--- config.mk ---
export PLATFORM = sky130hd
export DESIGN_NAME = td_scan_unit
export DESIGN_NICKNAME = d
export VERILOG_FILES = /design/src/rtl/core/td_scan_unit.sv
export SDC_FILE = /design/constraint.sdc
export NUM_CORES = 1
export LEC_CHECK = 0
export BUFFER_PORTS_ARGS = -buffer_cell sky130_fd_sc_hd__buf_2
export CAP_MARGIN = 5
export CORE_MARGIN = 10
export CORE_UTILIZATION = 45
export DETAILED_ROUTE_END_ITERATION = 16
export GPL_TIMING_DRIVEN = 0
export PLACE_DENSITY = 0.76
export SETUP_SLACK_MARGIN = 0.4
export SYNTH_ARGS = -nofsm -noshare
export SYNTH_HDL_FRONTEND = slang
export SYNTH_SLANG_ARGS = --single-unit
--- constraint.sdc ---
create_clock -name i_clk -period 4 [get_ports i_clk]
set_clock_uncertainty 0.2 [all_clocks]
set_input_delay 0 -clock i_clk [delete_from_list [all_inputs] [get_ports i_clk]]
set_output_delay 0 -clock i_clk [all_outputs]
set_load 0.005 [all_outputs]
--- src/rtl/core/td_scan_unit.sv ---
// Running best (lowest index at greatest depth) over a node sweep.
module td_scan_unit #(
    parameter int unsigned NW = 11,
    parameter int unsigned DW = 11
) (
    input  logic          i_clk,
    input  logic          i_init,
    input  logic          i_step,
    input  logic [NW-1:0] i_node,
    input  logic [DW-1:0] i_depth,
    output logic [NW-1:0] o_best,
    output logic [DW-1:0] o_best_depth
);
    logic [NW-1:0] r_best;
    logic [DW-1:0] r_bdep;

    // Seed with node one at depth of node one; replace only on strictly greater.
    always_ff @(posedge i_clk) begin
        if (i_init) begin
            r_best <= NW'(1);
            r_bdep <= i_depth;
        end else if (i_step && (i_depth > r_bdep)) begin
            r_best <= i_node;
            r_bdep <= i_depth;
        end
    end

    assign o_best       = r_best;
    assign o_best_depth = r_bdep;
endmodule

Yosys cells after proc, flatten, opt, wreduce, memory -nomap -nowiden

Index checks and enable logic that the tools add are counted.

Register bits: 22
Input port bits: 25
Output and inout port bits: 22
Word-level logic and storage cells: 7

Magnitude comparators: 1
Muxes and demuxes: 2
Reduce and logical (&&, ||, !) cells: 2

Operators by type and width:

| cell                | count |
|---|---|
| 11-bit 2-to-1 mux   | 2 |
| 11-bit > comparator | 1 |
| 2-bit nonzero test  | 1 |
| 1-bit logical AND   | 1 |

Logic depth before layout (Yosys ltp)

Depth in word-level cells: 4
Gate-level depth with buffers: 8
Depth with buffers taken out: 7

Least setup slack after synthesis

OpenSTA, ideal clock, no wires.

Kind: register -> register
Start point: register r_bdep[10], in the netlist o_best_depth[10]
End point: register r_bdep[0], in the netlist o_best_depth[0] (enable)
Library setup time: 0.279 ns
Arrival: 2.104 ns
Required time: 3.521 ns
Slack: 1.417 ns
Stages on the path, launching flop included: 8
Buffers on the path: 0
Clock period less this slack: 2.583 ns
Path through: edfxtp_1 > inv_1 > ha_1 > and3_4 > a221o_2 > a2111oi_4 > a211oi_2 > or2_2

Word-level cells in the longest chain between the ends: 3

Ends and longest elaborated chain:

| what                                | RTL line | text |
|---|---|---|
| start: declaration                  | 15       | `logic [DW-1:0] r_bdep;` |
| start signal: assignment            | 21       | `r_bdep <= i_depth;` |
| start signal: assignment            | 24       | `r_bdep <= i_depth;` |
| 11-bit > comparator                 | 22       | `end else if (i_step && (i_depth > r_bdep)) begin` |
| 1-bit logical AND                   | 22       |  |
| 2-bit nonzero test (no source line) | --       |  |

No other way between the ends.
A chain may end at the register's enable or synchronous reset.

Worst setup path after layout

Start point: register r_bdep[10], in the netlist o_best_depth[10]
End point: register r_best[8], in the netlist o_best[8]

Word-level cells in the longest chain between the ends: 2

Ends and longest elaborated chain:

| what                   | RTL line | text |
|---|---|---|
| 11-bit > comparator    | 22       |  |
| 1-bit logical AND      | 22       |  |
| end signal: assignment | 23       | `r_best <= i_node;` |
| end: declaration       | 14       | `logic [NW-1:0] r_best;` |

No other way between the ends.

==> run metrics <==
status finished clean; gr usage total 0.115; clock edge transition at the registers on the reported setup and hold paths 130 ps; Avg WL per Cell 13.9 um; area fraction in compound gates after synthesis 0.0809; initial antenna violation count 0; first-pass GRT wire length 4820 um; Max Slew Vio Count 0; Pre-antenna DRT Iters 3; layout net count 210; crit path launch type flop; Post-Synth Simple-Gate Area 0.159; slew margin rel. 0.782; total wire length ~2800 um; post-synthesis adder-cell area fraction 0.122; total gr overflow 0; post-synthesis sequential area ratio 0.488; Synth Area in XOR/XNOR 0; largest family of logic cells by synthesized area simple AND/OR/NAND/NOR gates; number of synthesized flops with an enable pin 11; dpl hpwl 2090 um; final setup margin about 1200 ps; top post-synthesis cells by area edfxtp_1, dfxtp_1, ha_1; critical path peak fanout 3; Max Freq 357 MHz; row cnt 18; Synth Warn # 0; Final TNS setup 0 ps; initial core utilization 0.464; count leader, synth nand2b_1; post-layout min period 2800 ps; main flop type after synthesis edfxtp_1; PD cells 293 nW/um^2; cells after synthesis 97; diode count 0; Worst EP arrival 2790 ps; RSZ-0062 raised after global routing false; final hold viol count 0; Syn-to-layout area delta 49.1%; Die X approximately 70 um; Placement Setup Slack approximately 1300 ps; GP Congestion 0.721; Min-Delay Path Class in2reg; clk sinks 22; I/O Pins 47; Initial DRC Count 23; worst slew pin tran 327 ps; Vias/cell 4.68; CTS tree done; IO Port Bufs 46; mux contribution to synthesized area 0.0976; Async SR Flop Fraction 0; post-synth top area share 0.293; root buf cell clkbuf_4; total number of vias 951; largest net degree at the start of global routing 13; clock latency on the worst-skew pair 300 ps; Distinct cells, synth 23; WS Path Type reg2reg; drc violations 0; number of max-cap violations 0; Mean Syn Cell Area 11.6 sq um; leading area contributor after synthesis edfxtp_1; die area approximately 4900 sq um; Worst Path Required 3990 ps; FF+latch count, synth 22; final setup violating endpoints 0; Lkg Pwr 0.786 nW; H-tree levels 1; number of global-route vias before repair 1084; Antenna Nets Post-Route 0; CTS Buf Count 3; synthesized area 1130 sq um; Max rail drop VDD 217 uV; fraction of layout cells with a size suffix above 1 0.318; Core Footprint 2430 sq um; DIE HEIGHT 70.1 um; synthesized netlist net count 133; Core Util, Final 0.692; CP endpoint kind flop; setup repair bufs after CTS 0; clk buf depth 2; crit share post-route 0.701
[cell usage in the layout, fill, tap and decap left out, types with 2 or more instances in the layout]
cell type	instances
nand2_1	2
buf_2	46
mux2i_1	11
nor2_1	3
clkbuf_4	3
a21oi_1	2
clkbuf_1	3
inv_1	11
ha_1	11
dfxtp_1	11
edfxtp_1	11
dlygate4sd3_1	26
nand2b_1	20
[layer usage]
metal / track usage / up-vias / part of all wire
li1: - / 482 / -
met1: 0.125 / 436 / 0.43
met2: 0.206 / 31 / 0.51
met3: 0.0381 / 2 / 0.065
met4: 0.0329 / 0 / 0.0028
met5: 0 / - / 0
[through the flow]
step | instance area (sq um) | cells | hold slack, ps | power, W
global placement | 1400 | 173 | -5.96 | 0.000372
global route | 1680 | 203 | 46.0 | 0.000527
detailed placement | 1400 | 173 | -6.10 | 0.000376
CTS | 1680 | 203 | 28.3 | 0.000500
floorplan | 1130 | 97 | -101 | 0.000333
finish | 1680 | 203 | 30.8 | 0.000494
[cell type report]
type	instances	area, sq um
Timing Repair Buffer	72	490
Multi-Input combinational cell	61	518
Buffer	3	18.8
Clock buffer	4	26.3
Tap cell	30	37.5
Inverter	11	41.3
Sequential cell	22	551
Fill cell	208	749
[repair_timing]
item,CTS,global route
gates resized for setup,0,0
hold buffers,26,0
hold endpoints to repair,22,0
[worst max-delay path: stages (launching register included)]
cell           delay (ps)
edfxtp_1              410
inv_1                  70
ha_1                  230
and3_4                190
a221o_2               410
a2111oi_4             340
a211oi_2              150
mux2i_1               130
dlygate4sd3_1         570
[state kept, by name, summed over array words and instances, names as in the netlist]
register	flops
o_best	11
o_best_depth	11
[kinds of logic after synthesis]
| logic type | after synthesis |
|---|---|
| DFF | 22 |
| AOI/OAI and AO/OA | 9 |
| buffers and inverters | 14 |
| muxes | 11 |
| and+or+nand+nor | 30 |
| adders and majority gates | 11 |
[power by group]
group          switching [W]  internal (W)  total (W)
sequential        0.00000858      0.000256   0.000265
clock              0.0000654     0.0000388   0.000104
combinational      0.0000542     0.0000709   0.000125
total               0.000128      0.000366   0.000494
[final timing paths]
check	startpoint	end	slack (ps)	cells after the start
hold / removal	i_step	o_best[0]	30	5
setup / recovery	o_best_depth[10]	o_best[8]	1200	8
hold reg to reg	o_best[7]	o_best[7]	290	2
setup reg to reg	o_best_depth[10]	o_best[8]	1200	8
No activity file was read; power rests on OpenSTA's default activity.
